$ cat config.mk
export PLATFORM = sky130hd
export DESIGN_NAME = delta_list_timer_queue
export DESIGN_NICKNAME = d
export VERILOG_FILES = /design/src/hw/rtl/dltq_pkg.sv /design/src/hw/rtl/delta_list_timer_queue.sv /design/src/hw/rtl/dltq_store.sv /design/src/hw/rtl/dltq_seq.sv
export SDC_FILE = /design/constraint.sdc
export NUM_CORES = 1
export LEC_CHECK = 0
export ABC_AREA = 0
export BUFFER_PORTS_ARGS = -buffer_cell sky130_fd_sc_hd__buf_2
export CORE_ASPECT_RATIO = 0.9
export CORE_MARGIN = 10
export CORE_UTILIZATION = 40
export DETAILED_ROUTE_END_ITERATION = 16
export GPL_ROUTABILITY_DRIVEN = 0
export SYNTH_ARGS = -nofsm -noshare
export SYNTH_HDL_FRONTEND = slang
export SYNTH_SLANG_ARGS = --single-unit
$ cat constraint.sdc
create_clock -name clk -period 13.9 [get_ports clk]
set_input_delay 2.085 -clock clk [delete_from_list [all_inputs] [get_ports clk]]
set_output_delay 2.085 -clock clk [all_outputs]
set_load 0.1 [all_outputs]
$ cat src/hw/rtl/dltq_pkg.sv
// ----------------------------------------------------------------------------
// dltq_pkg
// Shared constants, status codes and beat types of the delta list timer queue.
// ----------------------------------------------------------------------------
`timescale 1ns / 1ps

package dltq_pkg;

  localparam int SLOTS = 16;
  localparam int DUR_W = 16;
  localparam int IDX_W = $clog2(SLOTS);
  localparam int CNT_W = $clog2(SLOTS + 1);

  localparam logic FUNC_SET  = 1'b0;
  localparam logic FUNC_TICK = 1'b1;

  localparam logic [1:0] ST_SET_OK  = 2'd0;
  localparam logic [1:0] ST_FULL    = 2'd1;
  localparam logic [1:0] ST_NO_EXP  = 2'd2;
  localparam logic [1:0] ST_EXPIRED = 2'd3;

  typedef struct packed {
    logic        func;
    logic [7:0]  timer_id;
    logic [15:0] duration;
  } req_t;

  typedef struct packed {
    logic [1:0]  status;
    logic [7:0]  expired_id;
    logic [15:0] head_remaining;
    logic [4:0]  pending;
    logic        last;
  } rsp_t;

  typedef struct packed {
    logic             we_id;
    logic             we_dl;
    logic [IDX_W-1:0] addr;
    logic [7:0]       id;
    logic [DUR_W-1:0] delta;
  } mem_wr_t;

  typedef struct packed {
    logic [7:0]       id;
    logic [DUR_W-1:0] delta;
  } mem_rd_t;

endpackage

$ cat src/hw/rtl/delta_list_timer_queue.sv
// ----------------------------------------------------------------------------
// delta_list_timer_queue
// Bounded timer queue kept as a sorted delta list, with a registered output.
// ----------------------------------------------------------------------------
// One item is handled at a time, one list entry per step through an entry
// memory with one write and one registered read a cycle. A set walks past
// the entries due no later than it, shifts the later entries back and
// writes the new one; a set on a full queue leaves the list untouched and a
// tick that expires nothing only decrements the head delta. A tick with
// expiry pops each expired timer in turn, shifting the rest forward, and
// emits a beat for each. The result beat waits in an output register, so the
// queue goes on once a beat is stored, and stalls only while that register is
// still full.
`timescale 1ns / 1ps

module delta_list_timer_queue (
  input  logic           clk,
  input  logic           rst,
  input  logic           req_valid,
  output logic           req_ready,
  input  dltq_pkg::req_t req,
  output logic           rsp_valid,
  input  logic           rsp_ready,
  output dltq_pkg::rsp_t rsp
);

  dltq_pkg::mem_wr_t          wr;
  dltq_pkg::mem_rd_t          rdata;
  logic [dltq_pkg::IDX_W-1:0] raddr;
  logic                       emit_valid;
  logic                       emit_ready;
  dltq_pkg::rsp_t             emit_data;

  assign emit_ready = !rsp_valid || rsp_ready;

  dltq_seq u_seq (
    .clk        (clk),
    .rst        (rst),
    .req_valid  (req_valid),
    .req_ready  (req_ready),
    .req        (req),
    .emit_valid (emit_valid),
    .emit_ready (emit_ready),
    .emit_data  (emit_data),
    .wr         (wr),
    .raddr      (raddr),
    .rdata      (rdata)
  );

  dltq_store u_store (
    .clk   (clk),
    .wr    (wr),
    .raddr (raddr),
    .rdata (rdata)
  );

  always_ff @(posedge clk) begin
    if (rst) begin
      rsp_valid <= 1'b0;
    end else if (emit_ready) begin
      rsp_valid <= emit_valid;
    end
    if (emit_valid && emit_ready) begin
      rsp <= emit_data;
    end
  end

endmodule

$ cat src/hw/rtl/dltq_store.sv
// ----------------------------------------------------------------------------
// dltq_store
// Entry memory: timer ids and deltas, one write and one registered read a cycle.
// ----------------------------------------------------------------------------
`timescale 1ns / 1ps

module dltq_store (
  input  logic                            clk,
  input  dltq_pkg::mem_wr_t               wr,
  input  logic [dltq_pkg::IDX_W-1:0]      raddr,
  output dltq_pkg::mem_rd_t               rdata
);

  logic [7:0]                 ids [dltq_pkg::SLOTS];
  logic [dltq_pkg::DUR_W-1:0] dls [dltq_pkg::SLOTS];

  always_ff @(posedge clk) begin
    if (wr.we_id) begin
      ids[wr.addr] <= wr.id;
    end
    if (wr.we_dl) begin
      dls[wr.addr] <= wr.delta;
    end
    rdata.id    <= ids[raddr];
    rdata.delta <= dls[raddr];
  end

endmodule

$ cat src/hw/rtl/dltq_seq.sv
// ----------------------------------------------------------------------------
// dltq_seq
// Sequencer: walks, shifts and pops the delta list one entry at a time.
// ----------------------------------------------------------------------------
`timescale 1ns / 1ps

module dltq_seq (
  input  logic                        clk,
  input  logic                        rst,
  input  logic                        req_valid,
  output logic                        req_ready,
  input  dltq_pkg::req_t              req,
  output logic                        emit_valid,
  input  logic                        emit_ready,
  output dltq_pkg::rsp_t              emit_data,
  output dltq_pkg::mem_wr_t           wr,
  output logic [dltq_pkg::IDX_W-1:0]  raddr,
  input  dltq_pkg::mem_rd_t           rdata
);

  localparam logic [3:0] S_IDLE     = 4'd0;
  localparam logic [3:0] S_WALK_RD  = 4'd1;
  localparam logic [3:0] S_WALK_CMP = 4'd2;
  localparam logic [3:0] S_INS_RD   = 4'd3;
  localparam logic [3:0] S_INS_WR   = 4'd4;
  localparam logic [3:0] S_INS_PUT  = 4'd5;
  localparam logic [3:0] S_POP_RD   = 4'd6;
  localparam logic [3:0] S_POP_ID   = 4'd7;
  localparam logic [3:0] S_POP_SRD  = 4'd8;
  localparam logic [3:0] S_POP_SWR  = 4'd9;
  localparam logic [3:0] S_EMIT     = 4'd10;

  logic [3:0]                 state, state_next;
  logic [dltq_pkg::CNT_W-1:0] count, count_next;
  logic [dltq_pkg::DUR_W-1:0] head, head_next;
  logic [dltq_pkg::IDX_W-1:0] pos, pos_next;
  logic [dltq_pkg::CNT_W-1:0] idx, idx_next;
  logic [dltq_pkg::DUR_W-1:0] rem, rem_next;
  logic [7:0]                 id_q, id_next;
  logic [1:0]                 st, st_next;

  logic [dltq_pkg::DUR_W-1:0] dec;
  logic                       more;

  assign dec  = (head == '0) ? '0 : head - 1'b1;
  assign more = (count != '0) && (head == '0);

  always_ff @(posedge clk) begin
    if (rst) begin
      state <= S_IDLE;
      count <= '0;
    end else begin
      state <= state_next;
      count <= count_next;
    end
    head <= head_next;
    pos  <= pos_next;
    idx  <= idx_next;
    rem  <= rem_next;
    id_q <= id_next;
    st   <= st_next;
  end

  always_comb begin
    state_next = state;
    count_next = count;
    head_next  = head;
    pos_next   = pos;
    idx_next   = idx;
    rem_next   = rem;
    id_next    = id_q;
    st_next    = st;
    wr         = '0;
    raddr      = '0;
    emit_valid = 1'b0;
    emit_data  = '0;
    req_ready  = (state == S_IDLE);

    unique case (state)
      S_IDLE: begin
        if (req_valid) begin
          if (req.func == dltq_pkg::FUNC_SET) begin
            if (count == dltq_pkg::CNT_W'(dltq_pkg::SLOTS)) begin
              st_next    = dltq_pkg::ST_FULL;
              state_next = S_EMIT;
            end else begin
              id_next    = req.timer_id;
              rem_next   = req.duration[dltq_pkg::DUR_W-1:0];
              pos_next   = '0;
              state_next = S_WALK_RD;
            end
          end else if (count == '0) begin
            st_next    = dltq_pkg::ST_NO_EXP;
            state_next = S_EMIT;
          end else begin
            // saturating decrement of the head delta
            wr.we_dl = 1'b1;
            wr.addr  = '0;
            wr.delta = dec;
            if (dec != '0) begin
              st_next    = dltq_pkg::ST_NO_EXP;
              state_next = S_EMIT;
            end else begin
              state_next = S_POP_RD;
            end
          end
        end
      end
      S_WALK_RD: begin
        if (dltq_pkg::CNT_W'(pos) == count) begin
          idx_next   = count;
          state_next = S_INS_RD;
        end else begin
          raddr      = pos;
          state_next = S_WALK_CMP;
        end
      end
      S_WALK_CMP: begin
        // pass entries due no later than the new timer, so ties keep set order
        if (rem >= rdata.delta) begin
          rem_next   = rem - rdata.delta;
          pos_next   = pos + 1'b1;
          state_next = S_WALK_RD;
        end else begin
          wr.we_dl   = 1'b1;
          wr.addr    = pos;
          wr.delta   = rdata.delta - rem;
          idx_next   = count;
          state_next = S_INS_RD;
        end
      end
      S_INS_RD: begin
        if (idx == dltq_pkg::CNT_W'(pos)) begin
          state_next = S_INS_PUT;
        end else begin
          raddr      = dltq_pkg::IDX_W'(idx - 1'b1);
          state_next = S_INS_WR;
        end
      end
      S_INS_WR: begin
        wr.we_id   = 1'b1;
        wr.we_dl   = 1'b1;
        wr.addr    = idx[dltq_pkg::IDX_W-1:0];
        wr.id      = rdata.id;
        wr.delta   = rdata.delta;
        idx_next   = idx - 1'b1;
        state_next = S_INS_RD;
      end
      S_INS_PUT: begin
        wr.we_id   = 1'b1;
        wr.we_dl   = 1'b1;
        wr.addr    = pos;
        wr.id      = id_q;
        wr.delta   = rem;
        count_next = count + 1'b1;
        st_next    = dltq_pkg::ST_SET_OK;
        state_next = S_EMIT;
      end
      S_POP_RD: begin
        raddr      = '0;
        state_next = S_POP_ID;
      end
      S_POP_ID: begin
        id_next    = rdata.id;
        idx_next   = dltq_pkg::CNT_W'(1);
        state_next = S_POP_SRD;
      end
      S_POP_SRD: begin
        if (idx == count) begin
          count_next = count - 1'b1;
          st_next    = dltq_pkg::ST_EXPIRED;
          state_next = S_EMIT;
        end else begin
          raddr      = idx[dltq_pkg::IDX_W-1:0];
          state_next = S_POP_SWR;
        end
      end
      S_POP_SWR: begin
        wr.we_id   = 1'b1;
        wr.we_dl   = 1'b1;
        wr.addr    = dltq_pkg::IDX_W'(idx - 1'b1);
        wr.id      = rdata.id;
        wr.delta   = rdata.delta;
        idx_next   = idx + 1'b1;
        state_next = S_POP_SRD;
      end
      S_EMIT: begin
        emit_valid                = 1'b1;
        emit_data.status          = st;
        emit_data.expired_id      = (st == dltq_pkg::ST_EXPIRED) ? id_q : 8'd0;
        emit_data.head_remaining  = (count == '0) ? 16'd0 : 16'(head);
        emit_data.pending         = 5'(count);
        emit_data.last            = (st == dltq_pkg::ST_EXPIRED) ? !more : 1'b1;
        if (emit_ready) begin
          state_next = (st == dltq_pkg::ST_EXPIRED && more) ? S_POP_RD : S_IDLE;
        end
      end
      default: begin
        state_next = S_IDLE;
      end
    endcase

    // keep a copy of slot 0's delta for the result beats
    if (wr.we_dl && wr.addr == '0) begin
      head_next = wr.delta;
    end
  end

endmodule

Word level (Yosys, flattened, before mapping)
Memory sizes are Yosys's and may differ from the RTL's. A register that Yosys moved wholly into a read port is not among the register bits.
Cells that the tools add are included.
{"block": "word_totals", "output_inout_bits": 34, "wordCells": 141, "ram_bits": 384, "inputBits": 29, "reg_bits": 93, "memories": 2}
{"block": "classes", "reduce_logical": 29, "bitwise": 1, "n_eq_ne": 25, "magnitude_cmp": 1, "add_sub_neg": 8, "mux": 61}
{"memory": "u_store.dls", "words": 16, "word_bits": 16, "read_ports": 1, "rd_clocked_by_memory_dff": 1, "wr": 1, "line_no": "dltq_store.sv:15", "rtl": "logic [dltq_pkg::DUR_W-1:0] dls [dltq_pkg::SLOTS];"}
{"memory": "u_store.ids", "words": 16, "word_bits": 8, "read_ports": 1, "rd_clocked_by_memory_dff": 1, "wr": 1, "line_no": "dltq_store.sv:14", "rtl": "logic [7:0] ids [dltq_pkg::SLOTS];"}
{"cell": "16-bit two-way mux", "n": 9}
{"cell": "16-bit one-hot mux with 4 select lines", "n": 1}
{"cell": "4-bit two-way mux", "n": 13}
{"cell": "5-bit one-hot mux with 5 select lines", "n": 2}
{"cell": "4-bit one-hot mux with 10 select lines", "n": 1}
{"cell": "5-bit two-way mux", "n": 7}
{"cell": "16-bit one-hot mux with 2 select lines", "n": 1}
{"cell": "8-bit one-hot mux with 2 select lines", "n": 2}
{"cell": "16-bit subtractor", "n": 2}
{"cell": "8-bit two-way mux", "n": 3}
{"cell": "4-bit by 3-bit equality test with 1-bit output (second input constant)", "n": 4}
{"cell": "16-bit >= comparator", "n": 1}
{"cell": "16-bit zero test", "n": 1}
{"cell": "2-bit two-way mux", "n": 8}
{"cell": "16-bit nonzero test", "n": 1}
{"cell": "16-bit by 1-bit subtractor with 16-bit output (second input constant)", "n": 1}
{"cell": "4-bit equality test (second input constant)", "n": 3}
{"cell": "4-bit one-hot mux with 3 select lines", "n": 1}
{"cell": "5-bit by 1-bit adder with 5-bit output (second input constant)", "n": 2}
{"cell": "2-bit inequality test (second input constant)", "n": 5}
{"cell": "5-bit one-hot mux with 2 select lines", "n": 1}
{"cell": "5-bit AND reduction", "n": 2}
{"cell": "5-bit nonzero test", "n": 2}
{"cell": "5-bit by 1-bit subtractor with 5-bit output (second input constant)", "n": 2}
{"cell": "28 further kinds", "n": 50}

Logic depth before layout (Yosys ltp)
{"block": "logic_depth", "depth_word": 8, "depth_mapped": 12, "ltp_nobuf": 12}

Modules after synthesis
A second synthesis with hierarchy kept.
{"block": "unflattened", "hier_cells": 1428, "area_unflattened_um2": 22110.0}
{"module": "dltq_store", "seq_area_each_um2": 12011.5, "instances": 1, "area_per_inst_um2": 15030.7, "cells_each": 661}
{"module": "dltq_seq", "seq_area_each_um2": 1711.6, "instances": 1, "area_per_inst_um2": 6063.3, "cells_each": 730}
{"module": "delta_list_timer_queue", "seq_area_each_um2": 980.9, "instances": 1, "area_per_inst_um2": 1016.0, "cells_each": 37}

Worst setup path before layout
OpenSTA, ideal clock, no wires.
{"block": "synth_timing", "path_kind": "in2reg", "startpoint": "in req[24] in the netlist's numbering", "endpoint": "reg u_seq.pos[0] in the netlist's numbering (enable)", "t_arrival_ns": 4.559, "setup_slack_ns": 8.886, "setup_time_ns": 0.455, "cell_stages": 3, "n_path_buf": 0, "t_required_ns": 13.445, "cell_sequence": "a21oi_1 a21oi_1 nor4b_1"}
{"block": "synth_via", "elab_chain_len": 2}
{"item": "from (decl)", "line_no": "delta_list_timer_queue.sv:21", "rtl": "input dltq_pkg::req_t req,"}
{"item": "2-bit inequality test (no line)"}
{"item": "5-bit AND reduction (no line)"}
{"item": "to (signal assigned)", "line_no": "dltq_seq.sv:57", "rtl": "pos <= pos_next;"}
{"item": "to (decl)", "line_no": "dltq_seq.sv:36", "rtl": "logic [dltq_pkg::IDX_W-1:0] pos, pos_next;"}
No other way between the ends.
A chain may end at the register's enable or synchronous reset.

Worst setup path in the final report
{"block": "layout_timing", "startpoint": "reg u_seq.state[0]", "endpoint": "reg, netlist name u_store.rdata[10]"}
{"block": "layout_via", "elab_chain_len": 2, "word_cells_on_any_way": 4, "classes_between": "3 x eq/ne; 1 x mux"}
{"item": "from (decl)", "line_no": "dltq_seq.sv:33", "rtl": "logic [3:0] state, state_next;"}
{"item": "from (signal assigned)", "line_no": "dltq_seq.sv:53", "rtl": "state <= state_next;"}
{"item": "4-bit equality test, or another cell as far along", "line_no": "dltq_seq.sv:79", "rtl": "unique case (state)"}
{"item": "4-bit one-hot mux with 3 select lines *", "line_no": "dltq_seq.sv:79"}
Mark *: on every way between the ends. The rest lies on a longest branch, timed or not.

==> Flow_metrics.wiki <==
{| class="wikitable"
! Metric !! Value
|-
| Run status || finished clean
|-
| Worst-Margin Slew || 1.35 ns
|-
| Portion of synthesized cell area occupied by the leading cell type || 62.4%
|-
| Full die area || about 64000 um^2
|-
| FILL cells || 4765
|-
| DR vias/cell || ~5.8
|-
| Std-Cell Core Area || 53400 um^2
|-
| Yosys reg bits || 485
|-
| Post-synth EDFFs || between 400 and 500
|-
| CTS Buffer Depth || 3
|-
| Distinct cell type count after synthesis || 78
|-
| DR pass1 iterations || 6
|-
| Post-CTS Setup Inserts || 0
|-
| Worst slew margin relative to its limit || 9.98%
|-
| Final critical-path share of the clock period || 36.8%
|-
| Clock latency of the later-clocked register in the worst-skew pair || 0.61 ns
|-
| Synthesized netlist net count || 1718
|-
| CTS root buffer || sky130_fd_sc_hd__clkbuf_16
|-
| Fraction of registers with async set/reset || 0%
|-
| Primary flip-flop cell chosen by synthesis mapping || sky130_fd_sc_hd__edfxtp_1
|-
| Area contributors post-synth || sky130_fd_sc_hd__edfxtp_1 (62%), sky130_fd_sc_hd__mux2i_1 (4.5%), sky130_fd_sc_hd__nand2_1 (4.5%), sky130_fd_sc_hd__a32oi_1 (3.9%), sky130_fd_sc_hd__dfxtp_1 (3.1%)
|-
| Number of H-tree levels || 2
|-
| Slack of the worst reg-to-reg path || 8.78 ns
|-
| Initial core utilization || 40.7%
|-
| Final setup TNS || 0 ns
|-
| Width of the die || between 200 and 300 um
|-
| CTS tree || yes
|-
| Most instantiated library cell after synthesis || sky130_fd_sc_hd__edfxtp_1
|-
| Maximum number of pins on one net before global-route repair || 71
|-
| Share of final-layout standard cells stronger than drive strength 1 || 12.9%
|-
| Total chip power || 5.35 mW
|-
| Cell type contributing the most total cell area after synthesis || sky130_fd_sc_hd__edfxtp_1
|-
| First-pass GRT wire length || around 87000 um
|-
| Final worst clock skew || 0.0251 ns
|-
| Number of hold violations in the final report || 0
|-
| Class of the tightest hold or removal check || register to register
|-
| Clock sink count || 485
|-
| Count of instances resized after the clock tree is built || 0
|-
| Clock transition time at the flip-flop clock pins of the worst setup and hold paths || 0.06 ns
|-
| Maximum ir drop on the vdd rail || 0.102 mV
|-
| Diodes inserted || 0
|-
| Most used standard cells in the synthesized netlist || sky130_fd_sc_hd__edfxtp_1 (451), sky130_fd_sc_hd__nand2_1 (258), sky130_fd_sc_hd__mux2i_1 (98)
|-
| Depth of the worst hold-timing path || 1
|-
| Critical Path AT || about 5.6 ns
|-
| Max Slew Vio Count || 0
|-
| Std-Cell Rows || 80
|-
| Final wirelength || 57500 um
|-
| Setup violations, final || 0
|-
| Post-synthesis instance area || about 22000 um^2
|-
| Remaining number of nets flagged by the antenna check after routing || 0
|-
| Max-cap viol count || 0
|-
| Initial antenna violation count || 0
|-
| Via count of the first global-routing pass || roughly 14000
|-
| Crit end category || register
|-
| Worst Path Required || 14.39 ns
|-
| DRC viols || 0
|-
| Clock buffers created by TritonCTS || 49
|-
| Peak fanout along the critical path || 70
|-
| CP Class || register to register
|-
| Cell area power density || 218 nW/um^2
|-
| # nets final || 1778
|-
| Post-DP HPWL || roughly 36000 um
|-
| Syn. warnings || 0
|-
| Post-Syn Area per Cell || 13.2 um^2
|-
| Setup crit start kind || register
|-
| Post-Synthesis Cells || between 1500 and 2000
|-
| Ports placed on the boundary || 63
|-
| Sequential cell area fraction in the yosys report || 65.6%
|-
| Routed wirelength normalized by instance count || 23.5 um
|-
| Worst reg2reg path depth || 9
|-
| Total GRT Usage || 17.7%
|-
| Port Buf Inserts || just over 60
|-
| DRC violation total after the first TritonRoute iteration || 1383
|-
| GR Overflow Total || 0
|-
| Fmax || 195 MHz
|-
| Chip Height || 241 um
|-
| Total via count after detailed routing || between 10000 and 15000
|-
| Tmin final || 5.12 ns
|-
| Area growth from synthesis to layout || 13.1%
|-
| RSZ-0062 raised after global routing || no
|-
| Hold-fix buffers at CTS || 0
|-
| P_leak || 8.56 nW
|}
## flip-flops by register name, summed over array words and instances, names as in the netlist
name           flops
u_store.dls      241
u_seq.idx          5
u_seq.pos          4
u_seq.head        15
u_seq.st           2
rsp_valid          1
u_seq.rem         16
u_seq.state        4
u_seq.count        5
u_seq.id_q         8
rsp               32
u_store.ids      128
u_store.rdata     24
## worst max-delay path: stages (launching register included)
cell and delay [ns]:
sky130_fd_sc_hd__dfxtp_1 0.66, sky130_fd_sc_hd__nor2b_1 0.54, sky130_fd_sc_hd__nand3_1 0.39, sky130_fd_sc_hd__o21ai_4 0.22, sky130_fd_sc_hd__buf_4 0.69, sky130_fd_sc_hd__buf_4 0.83, sky130_fd_sc_hd__buf_4 0.83, sky130_fd_sc_hd__mux2i_1 0.30
sky130_fd_sc_hd__a32oi_1 0.07, sky130_fd_sc_hd__and4_1 0.32
## report_power, final
part / switching (mW) / internal (mW)
Sequential: 0.195 / 1.91
Clock: 0.569 / 0.800
Combinational: 1.23 / 0.654
Total: 1.99 / 3.36
## cell families after synthesis
group	count (synthesis)	share of synthesized area [%]
AND/OR/NAND/NOR	496	10.9
multiplexers	108	5.04
flip-flops	485	65.6
AO/OA/AOI/OAI	307	10.7
XOR/XNOR	57	2.30
buffers and inverters	152	3.00
adder cells (fa/ha/maj)	42	2.53
## path summary, 6_finish.rpt
kind,start,to
max reg2reg,u_seq.state[0]$_SDFFE_PP0P_,u_store.rdata[10]$_DFF_P_
min,u_store.rdata[17]$_DFF_P_,u_seq.id_q[1]$_DFFE_PP_
max,u_seq.state[0]$_SDFFE_PP0P_,u_store.rdata[10]$_DFF_P_
min reg2reg,u_store.rdata[17]$_DFF_P_,u_seq.id_q[1]$_DFFE_PP_
## metal layers
layer / global-route usage (%) / vias up / routed length, um
li1: - / 6395 / -
met1: 24.8 / 6991 / 25400
met2: 27.4 / 592 / 26100
met5: 0 / - / 0
met3: 3.05 / 86 / 4560
met4: 6.04 / 0 / 1380
## through the flow
| stage | utilization (%) | instance area [um^2] | std cells | hold slack [ns] | setup slack, ns |
|---|---|---|---|---|---|
| floorplan | - | 21700 | 1647 | 0.533 | 8.89 |
| global placement | 42.8 | 22800 | 2352 | 0.556 | 9.09 |
| detailed placement | 42.8 | 22800 | 2352 | 0.557 | 8.91 |
| CTS | 46.0 | 24500 | 2444 | 0.575 | 8.88 |
| global route | 46.0 | 24500 | 2445 | 0.593 | 8.50 |
| finish | 46.0 | 24500 | 2445 | 0.571 | 8.78 |
## placed cells by master, fill, tap and decap left out, types with 25 or more instances in the layout
| cell type | netlist | layout |
|---|---|---|
| sky130_fd_sc_hd__inv_1 | 52 | 52 |
| sky130_fd_sc_hd__buf_2 | 48 | 62 |
| sky130_fd_sc_hd__nor2_1 | 64 | 60 |
| sky130_fd_sc_hd__nand2_1 | 258 | 258 |
| sky130_fd_sc_hd__clkbuf_16 | 0 | 49 |
| sky130_fd_sc_hd__o21ai_0 | 48 | 48 |
| sky130_fd_sc_hd__ha_1 | 39 | 39 |
| sky130_fd_sc_hd__and4_1 | 25 | 25 |
| sky130_fd_sc_hd__nor3_1 | 39 | 38 |
| sky130_fd_sc_hd__dfxtp_1 | 34 | 34 |
| sky130_fd_sc_hd__a32oi_1 | 96 | 96 |
| sky130_fd_sc_hd__edfxtp_1 | 451 | 451 |
| sky130_fd_sc_hd__xor2_1 | 35 | 35 |
| sky130_fd_sc_hd__and3_1 | 32 | 32 |
| sky130_fd_sc_hd__buf_4 | 1 | 47 |
| sky130_fd_sc_hd__mux2i_1 | 98 | 98 |
| sky130_fd_sc_hd__a21oi_1 | 43 | 43 |
## area by class of cell
cell class                 instances  area, um^2  area share (%)
timing repair buffer             109         663            2.70
clock inverter                    28         352            1.43
clock buffer                      64        1340            5.47
multi-input combinational       1010        6890            28.1
sequential                       485       14200            58.0
tap                              697         872            3.55
inverter                          52         195           0.796
No activity file was read; power rests on OpenSTA's default activity.
